`src/rtl/clje_pkg.sv`:
```
// Shared types and constants for the circular list Josephus engine.
// Depends on nothing; clje_out_stage and the top level import it.
package clje_pkg;

    localparam int CAPACITY = 64;
    localparam int SLOT_W   = (CAPACITY > 1) ? $clog2(CAPACITY) : 1;
    localparam int COUNT_W  = $clog2(CAPACITY + 1);
    localparam int VALUE_W  = 16;
    localparam int REM_W    = 7;

    typedef enum logic [1:0] {
        ACT_INSERT   = 2'd0,
        ACT_DELETE   = 2'd1,
        ACT_SEARCH   = 2'd2,
        ACT_SIMULATE = 2'd3
    } action_t;

    typedef enum logic [2:0] {
        ST_INSERTED   = 3'd0,
        ST_DELETED    = 3'd1,
        ST_FOUND      = 3'd2,
        ST_NOT_FOUND  = 3'd3,
        ST_ELIMINATED = 3'd4,
        ST_WINNER     = 3'd5,
        ST_FULL       = 3'd6
    } status_t;

    typedef enum logic [3:0] {
        S_IDLE,
        S_INS_SCAN,
        S_INS_LINK,
        S_INS_LINK2,
        S_WALK_HEAD,
        S_WALK_CMP,
        S_SIM_CMP,
        S_SIM_RD,
        S_SIM_CUR,
        S_SIM_VIC,
        S_EMIT
    } state_t;

    typedef struct packed {
        status_t              status;
        logic [VALUE_W-1:0]   item_value;
        logic [REM_W-1:0]     remaining;
        logic                 last_of_run;
    } res_t;

endpackage

```
`src/rtl/clje_ram.sv`:
```
// Generic single-write, single-read synchronous RAM with a registered read port.
// Stand-alone; used for the successor and value tables of the engine.
module clje_ram #(
    parameter int WIDTH = 8,
    parameter int DEPTH = 64
) (
    input  logic                                    clk,
    input  logic                                    we,
    input  logic [((DEPTH > 1) ? $clog2(DEPTH) : 1)-1:0] waddr,
    input  logic [WIDTH-1:0]                        wdata,
    input  logic [((DEPTH > 1) ? $clog2(DEPTH) : 1)-1:0] raddr,
    output logic [WIDTH-1:0]                        rdata
);

    logic [WIDTH-1:0] mem [DEPTH];

    always_ff @(posedge clk)
    begin
        if (we)
        begin
            mem[waddr] <= wdata;
        end
        rdata <= mem[raddr];
    end

endmodule

```
`src/rtl/clje_out_stage.sv`:
```
// Output register of the engine: holds one result transaction while the receiver stalls.
// Depends on clje_pkg for the result structure.
module clje_out_stage (
    input  logic            clk,
    input  logic            rst_n,
    input  logic            push_valid,
    input  clje_pkg::res_t  push_data,
    output logic            push_ready,
    output logic            out_valid,
    input  logic            out_stall,
    output clje_pkg::res_t  out_data
);
    import clje_pkg::*;

    logic valid_reg;
    logic valid_next;
    res_t data_reg;

    // A new result may enter when the register is empty or is being taken now.
    assign push_ready = !valid_reg || !out_stall;

    always_comb
    begin
        valid_next = valid_reg;
        if (push_ready)
        begin
            valid_next = push_valid;
        end
    end

    always_ff @(posedge clk or negedge rst_n)
    begin
        if (!rst_n)
        begin
            valid_reg <= 1'b0;
        end
        else
        begin
            valid_reg <= valid_next;
        end
    end

    always_ff @(posedge clk)
    begin
        if (push_ready && push_valid)
        begin
            data_reg <= push_data;
        end
    end

    assign out_valid = valid_reg;
    assign out_data  = data_reg;

endmodule

```
`src/rtl/circular_list_josephus_engine.sv`:
```
// Top level of the circular list Josephus engine: control sequencer, ring tables, output stage.
// Depends on clje_pkg, clje_ram and clje_out_stage.
//
// Usage. The input channel (in_valid, in_stall, action, value) carries one command
// transaction: insert, delete, search or simulate elimination. The output channel
// (out_valid, out_stall, status, item_value, remaining, last_of_run) returns the
// results; last_of_run marks the final result of each command. Simulate gives one
// eliminated result per removed node and then the winner, or one not-found result; all others give one result.
// The block works on one command at a time: in_stall is low only while it is idle.
// Steps up to the result entering the output register: insert scans the free map for the
// lowest free slot, writes the value and links the node in; delete and search walk the
// ring node by node through the two tables; simulate first searches the start node,
// then for each eliminated node reads cur, reads the victim, writes back and hands the
// result to the output register, and for the winner reads cur and hands it off. An insert
// into a full list, or any other command on an empty list, answers without a scan or walk.
// The next command is taken once the final result has entered the output register.
// The tables are synchronous RAMs with a registered read; where the sequencer reads and
// writes the same entry in one cycle it never uses that read data, so no forwarding path
// is needed.
// Reset empties the list at once: the free map is set to all free, the count and tail
// clear, and the table contents are left as they are. When the receiver stalls, a
// result waits in the output register and the sequencer holds until it moves on.
module circular_list_josephus_engine (
    input  logic        clk,
    input  logic        rst_n,
    input  logic        in_valid,
    output logic        in_stall,
    input  logic [1:0]  action,
    input  logic [15:0] value,
    output logic        out_valid,
    input  logic        out_stall,
    output logic [2:0]  status,
    output logic [15:0] item_value,
    output logic [6:0]  remaining,
    output logic        last_of_run
);
    import clje_pkg::*;

    // Control state.
    state_t               state_reg, state_next;
    state_t               ret_reg, ret_next;
    logic [CAPACITY-1:0]  free_map_reg, free_map_next;
    logic [SLOT_W-1:0]    tail_reg, tail_next;
    logic [COUNT_W-1:0]   count_reg, count_next;

    // Working registers of the current command.
    action_t              action_reg, action_next;
    logic [VALUE_W-1:0]   value_reg, value_next;
    logic [SLOT_W-1:0]    scan_reg, scan_next;
    logic [SLOT_W-1:0]    pos_reg, pos_next;
    logic [SLOT_W-1:0]    prev_reg, prev_next;
    logic [SLOT_W-1:0]    cur_reg, cur_next;
    logic [SLOT_W-1:0]    victim_reg, victim_next;
    logic [COUNT_W-1:0]   k_reg, k_next;
    res_t                 res_reg, res_next;

    // Table ports. Both tables are always read at the same slot.
    logic [SLOT_W-1:0]    rd_addr;
    logic                 succ_we;
    logic [SLOT_W-1:0]    succ_waddr;
    logic [SLOT_W-1:0]    succ_wdata;
    logic [SLOT_W-1:0]    succ_rdata;
    logic                 val_we;
    logic [SLOT_W-1:0]    val_waddr;
    logic [VALUE_W-1:0]   val_wdata;
    logic [VALUE_W-1:0]   val_rdata;

    // Output stage hand-off.
    logic                 push_valid;
    logic                 push_ready;
    res_t                 out_data;

    clje_ram #(
        .WIDTH (SLOT_W),
        .DEPTH (CAPACITY)
    ) u_succ_ram (
        .clk   (clk),
        .we    (succ_we),
        .waddr (succ_waddr),
        .wdata (succ_wdata),
        .raddr (rd_addr),
        .rdata (succ_rdata)
    );

    clje_ram #(
        .WIDTH (VALUE_W),
        .DEPTH (CAPACITY)
    ) u_val_ram (
        .clk   (clk),
        .we    (val_we),
        .waddr (val_waddr),
        .wdata (val_wdata),
        .raddr (rd_addr),
        .rdata (val_rdata)
    );

    clje_out_stage u_out_stage (
        .clk        (clk),
        .rst_n      (rst_n),
        .push_valid (push_valid),
        .push_data  (res_reg),
        .push_ready (push_ready),
        .out_valid  (out_valid),
        .out_stall  (out_stall),
        .out_data   (out_data)
    );

    assign status      = out_data.status;
    assign item_value  = out_data.item_value;
    assign remaining   = out_data.remaining;
    assign last_of_run = out_data.last_of_run;

    // Sequencer: next state, table accesses and the result to hand off.
    always_comb
    begin
        state_next    = state_reg;
        ret_next      = ret_reg;
        free_map_next = free_map_reg;
        tail_next     = tail_reg;
        count_next    = count_reg;
        action_next   = action_reg;
        value_next    = value_reg;
        scan_next     = scan_reg;
        pos_next      = pos_reg;
        prev_next     = prev_reg;
        cur_next      = cur_reg;
        victim_next   = victim_reg;
        k_next        = k_reg;
        res_next      = res_reg;

        rd_addr    = tail_reg;
        succ_we    = 1'b0;
        succ_waddr = tail_reg;
        succ_wdata = scan_reg;
        val_we     = 1'b0;
        val_waddr  = scan_reg;
        val_wdata  = value_reg;

        in_stall   = 1'b1;
        push_valid = 1'b0;

        case (state_reg)
            S_IDLE:
            begin
                // The tail is read here so that its entry is ready in the first walk cycle.
                in_stall = 1'b0;
                rd_addr  = tail_reg;
                if (in_valid)
                begin
                    action_next = action_t'(action);
                    value_next  = value;
                    k_next      = '0;
                    prev_next   = tail_reg;
                    cur_next    = tail_reg;
                    scan_next   = '0;
                    ret_next    = S_IDLE;
                    case (action_t'(action))
                        ACT_INSERT:
                        begin
                            if (count_reg >= COUNT_W'(CAPACITY))
                            begin
                                res_next   = '{ST_FULL, value, REM_W'(count_reg), 1'b1};
                                state_next = S_EMIT;
                            end
                            else
                            begin
                                state_next = S_INS_SCAN;
                            end
                        end
                        ACT_DELETE, ACT_SEARCH:
                        begin
                            if (count_reg == '0)
                            begin
                                res_next   = '{ST_NOT_FOUND, value, REM_W'(count_reg), 1'b1};
                                state_next = S_EMIT;
                            end
                            else
                            begin
                                state_next = S_WALK_HEAD;
                            end
                        end
                        ACT_SIMULATE:
                        begin
                            if (count_reg == '0)
                            begin
                                res_next   = '{ST_NOT_FOUND, value, REM_W'(count_reg), 1'b1};
                                state_next = S_EMIT;
                            end
                            else
                            begin
                                state_next = S_SIM_CMP;
                            end
                        end
                        default:
                        begin
                            state_next = S_IDLE;
                        end
                    endcase
                end
            end

            S_INS_SCAN:
            begin
                // Keep the tail entry on the read port for the link step.
                rd_addr = tail_reg;
                if (free_map_reg[scan_reg])
                begin
                    val_we     = 1'b1;
                    val_waddr  = scan_reg;
                    val_wdata  = value_reg;
                    state_next = S_INS_LINK;
                end
                else
                begin
                    scan_next = scan_reg + SLOT_W'(1);
                end
            end

            S_INS_LINK:
            begin
                succ_we    = 1'b1;
                succ_waddr = scan_reg;
                if (count_reg == '0)
                begin
                    succ_wdata    = scan_reg;
                    free_map_next[scan_reg] = 1'b0;
                    tail_next     = scan_reg;
                    count_next    = count_reg + COUNT_W'(1);
                    res_next      = '{ST_INSERTED, value_reg,
                                      REM_W'(count_reg + COUNT_W'(1)), 1'b1};
                    state_next    = S_EMIT;
                end
                else
                begin
                    succ_wdata = succ_rdata;
                    state_next = S_INS_LINK2;
                end
            end

            S_INS_LINK2:
            begin
                succ_we    = 1'b1;
                succ_waddr = tail_reg;
                succ_wdata = scan_reg;
                free_map_next[scan_reg] = 1'b0;
                tail_next  = scan_reg;
                count_next = count_reg + COUNT_W'(1);
                res_next   = '{ST_INSERTED, value_reg,
                               REM_W'(count_reg + COUNT_W'(1)), 1'b1};
                state_next = S_EMIT;
            end

            S_WALK_HEAD:
            begin
                rd_addr    = succ_rdata;
                pos_next   = succ_rdata;
                state_next = S_WALK_CMP;
            end

            S_WALK_CMP:
            begin
                // The entry of pos is on the read ports; fetch its successor meanwhile.
                rd_addr = succ_rdata;
                if (val_rdata == value_reg)
                begin
                    if (action_reg == ACT_SEARCH)
                    begin
                        res_next = '{ST_FOUND, value_reg, REM_W'(count_reg), 1'b1};
                    end
                    else
                    begin
                        if (count_reg == COUNT_W'(1))
                        begin
                            tail_next = '0;
                        end
                        else
                        begin
                            succ_we    = 1'b1;
                            succ_waddr = prev_reg;
                            succ_wdata = succ_rdata;
                            if (pos_reg == tail_reg)
                            begin
                                tail_next = prev_reg;
                            end
                        end
                        free_map_next[pos_reg] = 1'b1;
                        count_next = count_reg - COUNT_W'(1);
                        res_next   = '{ST_DELETED, value_reg,
                                       REM_W'(count_reg - COUNT_W'(1)), 1'b1};
                    end
                    state_next = S_EMIT;
                end
                else if (k_reg + COUNT_W'(1) == count_reg)
                begin
                    res_next   = '{ST_NOT_FOUND, value_reg, REM_W'(count_reg), 1'b1};
                    state_next = S_EMIT;
                end
                else
                begin
                    prev_next = pos_reg;
                    pos_next  = succ_rdata;
                    k_next    = k_reg + COUNT_W'(1);
                end
            end

            S_SIM_CMP:
            begin
                rd_addr = succ_rdata;
                if (val_rdata == value_reg)
                begin
                    state_next = S_SIM_RD;
                end
                else if (k_reg + COUNT_W'(1) == count_reg)
                begin
                    res_next   = '{ST_NOT_FOUND, value_reg, REM_W'(count_reg), 1'b1};
                    state_next = S_EMIT;
                end
                else
                begin
                    cur_next = succ_rdata;
                    k_next   = k_reg + COUNT_W'(1);
                end
            end

            S_SIM_RD:
            begin
                rd_addr    = cur_reg;
                state_next = S_SIM_CUR;
            end

            S_SIM_CUR:
            begin
                if (count_reg == COUNT_W'(1))
                begin
                    res_next   = '{ST_WINNER, val_rdata, REM_W'(count_reg), 1'b1};
                    ret_next   = S_IDLE;
                    state_next = S_EMIT;
                end
                else
                begin
                    victim_next = succ_rdata;
                    rd_addr     = succ_rdata;
                    state_next  = S_SIM_VIC;
                end
            end

            S_SIM_VIC:
            begin
                // Unlink the victim: its successor becomes the successor of cur.
                succ_we    = 1'b1;
                succ_waddr = cur_reg;
                succ_wdata = succ_rdata;
                if (victim_reg == tail_reg)
                begin
                    tail_next = cur_reg;
                end
                free_map_next[victim_reg] = 1'b1;
                count_next = count_reg - COUNT_W'(1);
                cur_next   = succ_rdata;
                res_next   = '{ST_ELIMINATED, val_rdata,
                               REM_W'(count_reg - COUNT_W'(1)), 1'b0};
                ret_next   = S_SIM_RD;
                state_next = S_EMIT;
            end

            S_EMIT:
            begin
                push_valid = 1'b1;
                if (push_ready)
                begin
                    state_next = ret_reg;
                end
            end

            default:
            begin
                state_next = S_IDLE;
            end
        endcase
    end

    always_ff @(posedge clk or negedge rst_n)
    begin
        if (!rst_n)
        begin
            state_reg    <= S_IDLE;
            ret_reg      <= S_IDLE;
            free_map_reg <= '1;
            tail_reg     <= '0;
            count_reg    <= '0;
        end
        else
        begin
            state_reg    <= state_next;
            ret_reg      <= ret_next;
            free_map_reg <= free_map_next;
            tail_reg     <= tail_next;
            count_reg    <= count_next;
        end
    end

    always_ff @(posedge clk)
    begin
        action_reg <= action_next;
        value_reg  <= value_next;
        scan_reg   <= scan_next;
        pos_reg    <= pos_next;
        prev_reg   <= prev_next;
        cur_reg    <= cur_next;
        victim_reg <= victim_next;
        k_reg      <= k_next;
        res_reg    <= res_next;
    end

    // The count never goes past the number of slots.
    a_count_bound: assert property (@(posedge clk) disable iff (!rst_n)
        count_reg <= COUNT_W'(CAPACITY))
        else $error("node count exceeds capacity");

    // Every node in the ring holds exactly one slot of the free map.
    a_free_map_sum: assert property (@(posedge clk) disable iff (!rst_n)
        $countones(free_map_reg) == (CAPACITY - int'(count_reg)))
        else $error("free map and node count disagree");

    // A non-empty ring keeps its tail in an occupied slot.
    a_tail_used: assert property (@(posedge clk) disable iff (!rst_n)
        (count_reg != '0) |-> !free_map_reg[tail_reg])
        else $error("tail slot is marked free");

    // An empty list always has its tail back at slot zero.
    a_empty_tail: assert property (@(posedge clk) disable iff (!rst_n)
        (count_reg == '0) |-> (tail_reg == '0))
        else $error("empty list with nonzero tail");

endmodule
```
`config.mk`:
```
export PLATFORM = sky130hd
export DESIGN_NAME = circular_list_josephus_engine
export DESIGN_NICKNAME = d
export VERILOG_FILES = /design/src/rtl/clje_pkg.sv /design/src/rtl/clje_ram.sv /design/src/rtl/clje_out_stage.sv /design/src/rtl/circular_list_josephus_engine.sv
export SDC_FILE = /design/constraint.sdc
export NUM_CORES = 2
export LEC_CHECK = 0
export BUFFER_PORTS_ARGS = -buffer_cell sky130_fd_sc_hd__buf_2
export CAP_MARGIN = 20
export CORE_MARGIN = 4
export CORE_UTILIZATION = 35
export DETAILED_ROUTE_END_ITERATION = 16
export GPL_TIMING_DRIVEN = 0
export PLACE_DENSITY = 0.45
export SLEW_MARGIN = 15
export SYNTH_ARGS = -nofsm -noshare
export SYNTH_HDL_FRONTEND = slang
export SYNTH_SLANG_ARGS = --single-unit
```
`constraint.sdc`:
```
create_clock -name clk -period 11.8 [get_ports clk]
set_input_delay 1.77 -clock clk [delete_from_list [all_inputs] [get_ports clk]]
set_output_delay 1.77 -clock clk [all_outputs]
set_load 0.005 [all_outputs]
```
==> summary.md <==
| Metric | Value |
|---|---|
| Seq/Total Area, Yosys | `0.7124` |
| Setup Viol. Count Final | `0` |
| Routed vias | `47.30k` |
| Post-CTS setup buffers | `0` |
| Max FFs per register | `1024` |
| First drt pass iteration count | `6` |
| Max cap viols | `0` |
| R2R setup slack | `5060 ps` |
| # IOs | `51` |
| Req. time, crit path | `12260 ps` |
| WL/cell | `30.98 um` |
| Tightest Hold Check Type | `reg2reg` |
| Post-CTS sizing | `0` |
| Layout area overhead | `17.66%` |
| Post-DP Area | `73760 um^2` |
| Clock slew at the register clock pins of the worst setup and hold paths | `60 ps` |
| WP data arrival | `7200 ps` |
| Mean post-synth cell area | `12.62 um^2` |
| Share of the synthesized area in the top cell type | `0.6739` |
| DR vias/cell | `5.609` |
| Die ar. | `200200 um^2` |
| Post-synthesis cell type count | `85` |
| Nets | `5782` |
| Cell taking the most area after synthesis | `edfxtp_1` |
| YS warnings | `0` |
| Slew @ Worst Pin | `1356 ps` |
| Total Wirelength | `261.3 mm` |
| Tmin final | `6743 ps` |
| Core Area | `192400 um^2` |
| Die W | `447.5 um` |
| # rows | `161` |
| Synthesized area | `67590 um^2` |
| Largest net degree at the start of global routing | `55` |
| Syn nets | `5389` |
| Worst r2r path cells | `13` |
| Hold path startpoint | `res_reg[8]` |
| Port Buffers | `50` |
| Clk Latency, worst-skew pair | `840 ps` |
| Die height | `447.5 um` |
| Final Max Tran Viols | `0` |
| Most frequent cell after synthesis | `edfxtp_1` |
| Post-synth EDFFs | `1517` |
| Post-DP HPWL | `190.7 mm` |
| GP Congestion | `0.9757` |
| Vias in the first global route | `44.72k` |
| Starting density of the core | `0.3514` |
| Period Utilization, post-route | `0.5715` |
| Status | `finished clean` |
| CTS tree | `built` |
| Fmax | `148.3 MHz` |
| Cells after Synth | `5358` |
| RSZ-0062 raised after global routing | `false` |
| Critical Path End Type | `flop` |
| CP startpoint kind | `flop` |
| First-pass GRT wire length | `359.9 mm` |
| Clock sink count | `1622` |
| Cts bufs inserted | `180` |
| Share of cells above drive strength 1 | `0.1387` |
| Remaining antenna violation count | `0` |
| Initial antenna violation count | `21` |
| Hold depth | `0` |
| Setup CP Type | `reg2reg` |
| Drc violations | `0` |
| Leading cell types by count after synthesis | `edfxtp_1, nand2_1, nand3_1` |
| First-iteration detailed-routing DRC count | `6051` |
| Relative slew slack | `0.09572` |
| FF-to-FF End | `u_val_ram.rdata[10]` |
| H-tree levels | `4` |
| CP Max Fanout | `15` |
| Skew final | `25.31 ps` |
| Fin. Hold Viols | `0` |
| CTS max path bufs | `3` |
| #FFs+latches synth | `1622` |
| Sum of negative setup slack | `0 ps` |
| Post-synth ARST share | `0.05117` |
| CTS Root Cell | `clkbuf_16` |
| Synth Flop Type | `edfxtp_1` |
| # hold bufs at CTS | `0` |
| Reg2reg start | `count_reg[1]` |
| Grt ovf | `0` |
| Final Cell Area | `79530 um^2` |
| Hold endpoint | `u_out_stage.out_data[8]` |
| Area contributors post-synth | `edfxtp_1, nand2_1, nand3_1, dfstp_2, mux2i_1` |
| Hold Slack | `459.0 ps` |
| Fillers | `18.04k` |
| All-Layer GR Usage | `0.2565` |
==> how the worst max path moves through the flow <==
stage / startpoint / endpoint / slack, ps / depth (start not counted)
floorplan: action[0] / res_reg[0] / 7640 / 7
global placement: value_reg[6] / u_succ_ram.mem[61][3] / 2600 / 8
detailed placement: count_reg[1] / u_val_ram.rdata[10] / 5380 / 12
CTS: count_reg[1] / u_val_ram.rdata[10] / 5360 / 12
global route: count_reg[1] / u_val_ram.rdata[7] / 5400 / 12
finish: count_reg[1] / u_val_ram.rdata[10] / 5060 / 13
==> cell type report <==
cell class / count / area (um^2) / area share
Clock inverter: 96 / 863.3 / 0.01086
Clock buffer: 238 / 4846 / 0.06093
Timing Repair Buffer: 211 / 2704 / 0.03400
Sequential cell: 1622 / 48150 / 0.6055
Multi-Input combinational cell: 3332 / 17980 / 0.2260
Tap cell: 2526 / 3161 / 0.03974
Antenna cell: 4 / 10.01 / 0.0001259
Buffer: 374 / 1703 / 0.02141
Inverter: 30 / 115.1 / 0.001447
==> critical path: stages (launching register included) <==
cell	delay, ps
dfrtp_1	600
inv_1	170
ha_1	230
nand2b_1	280
o21ai_4	170
inv_4	260
o211a_1	480
buf_2	650
clkbuf_1	770
nand3_1	160
a31oi_1	200
o21ai_1	340
a221oi_1	1180
o221ai_1	830
==> cells by family after synthesis <==
family	after synthesis	synth area share
AOI/OAI and AO/OA	835	0.08069
adders and majority gates	9	0.001666
xor gates and xnor gates	57	0.007589
muxes	151	0.02464
buffers and inverters	404	0.02673
DFF	1622	0.7124
and+or+nand+nor	2280	0.1463
==> stage by stage <==
step           std cells  worst slack, ps  utilization
3_3_place_gp        7934             2603       0.3691
5_1_grt             8431             5398       0.4134
2_1_floorplan       5358             7638            -
4_1_cts             8422             5359       0.4131
3_5_place_dp        8088             5381       0.3834
6_report            8433             5057       0.4134
==> per-layer routing <==
metal  global-route usage  vias to the layer above  part of all wire  routed length, um
li1                     -                    20669                 -                  -
met1               0.3581                    24185              0.43             112300
met2               0.4056                     2060              0.46             120000
met3              0.04167                      377             0.072              18900
met4              0.09083                        8             0.038               9991
met5                    0                        -           0.00021                 55
==> layout by cell type, fill, tap and decap left out, types with 12 or more instances in the layout <==
cell type	Yosys	layout
clkinv_1	1	37
a221oi_1	32	28
buf_2	127	185
dfrtp_1	19	19
nor2_2	0	60
dfstp_2	64	64
nand2b_1	19	19
o221ai_1	27	26
mux2i_1	127	127
nand2_1	1303	1303
a311o_1	21	21
clkinv_2	0	31
xnor2_1	37	37
nor2_1	235	171
inv_1	28	28
xor2_1	19	19
buf_4	8	20
buf_6	13	35
edfxtp_1	1517	1517
a21oi_1	151	149
o21ai_0	168	167
o22ai_1	14	14
clkbuf_16	0	183
buf_8	0	91
or3_1	12	12
nand3_1	449	448
dfxtp_1	22	22
and3_1	114	114
buf_16	0	21
a211oi_1	23	23
clkbuf_1	190	230
a32oi_1	64	64
a31oi_1	136	136
nand4_1	35	35
buf_1	35	35
o21ai_1	59	60
a22oi_1	74	74
nor3_1	41	34
Power is left out: the tool's default activity adds up to more than one toggle a clock period on the data nets, which glitch-free logic cannot reach.
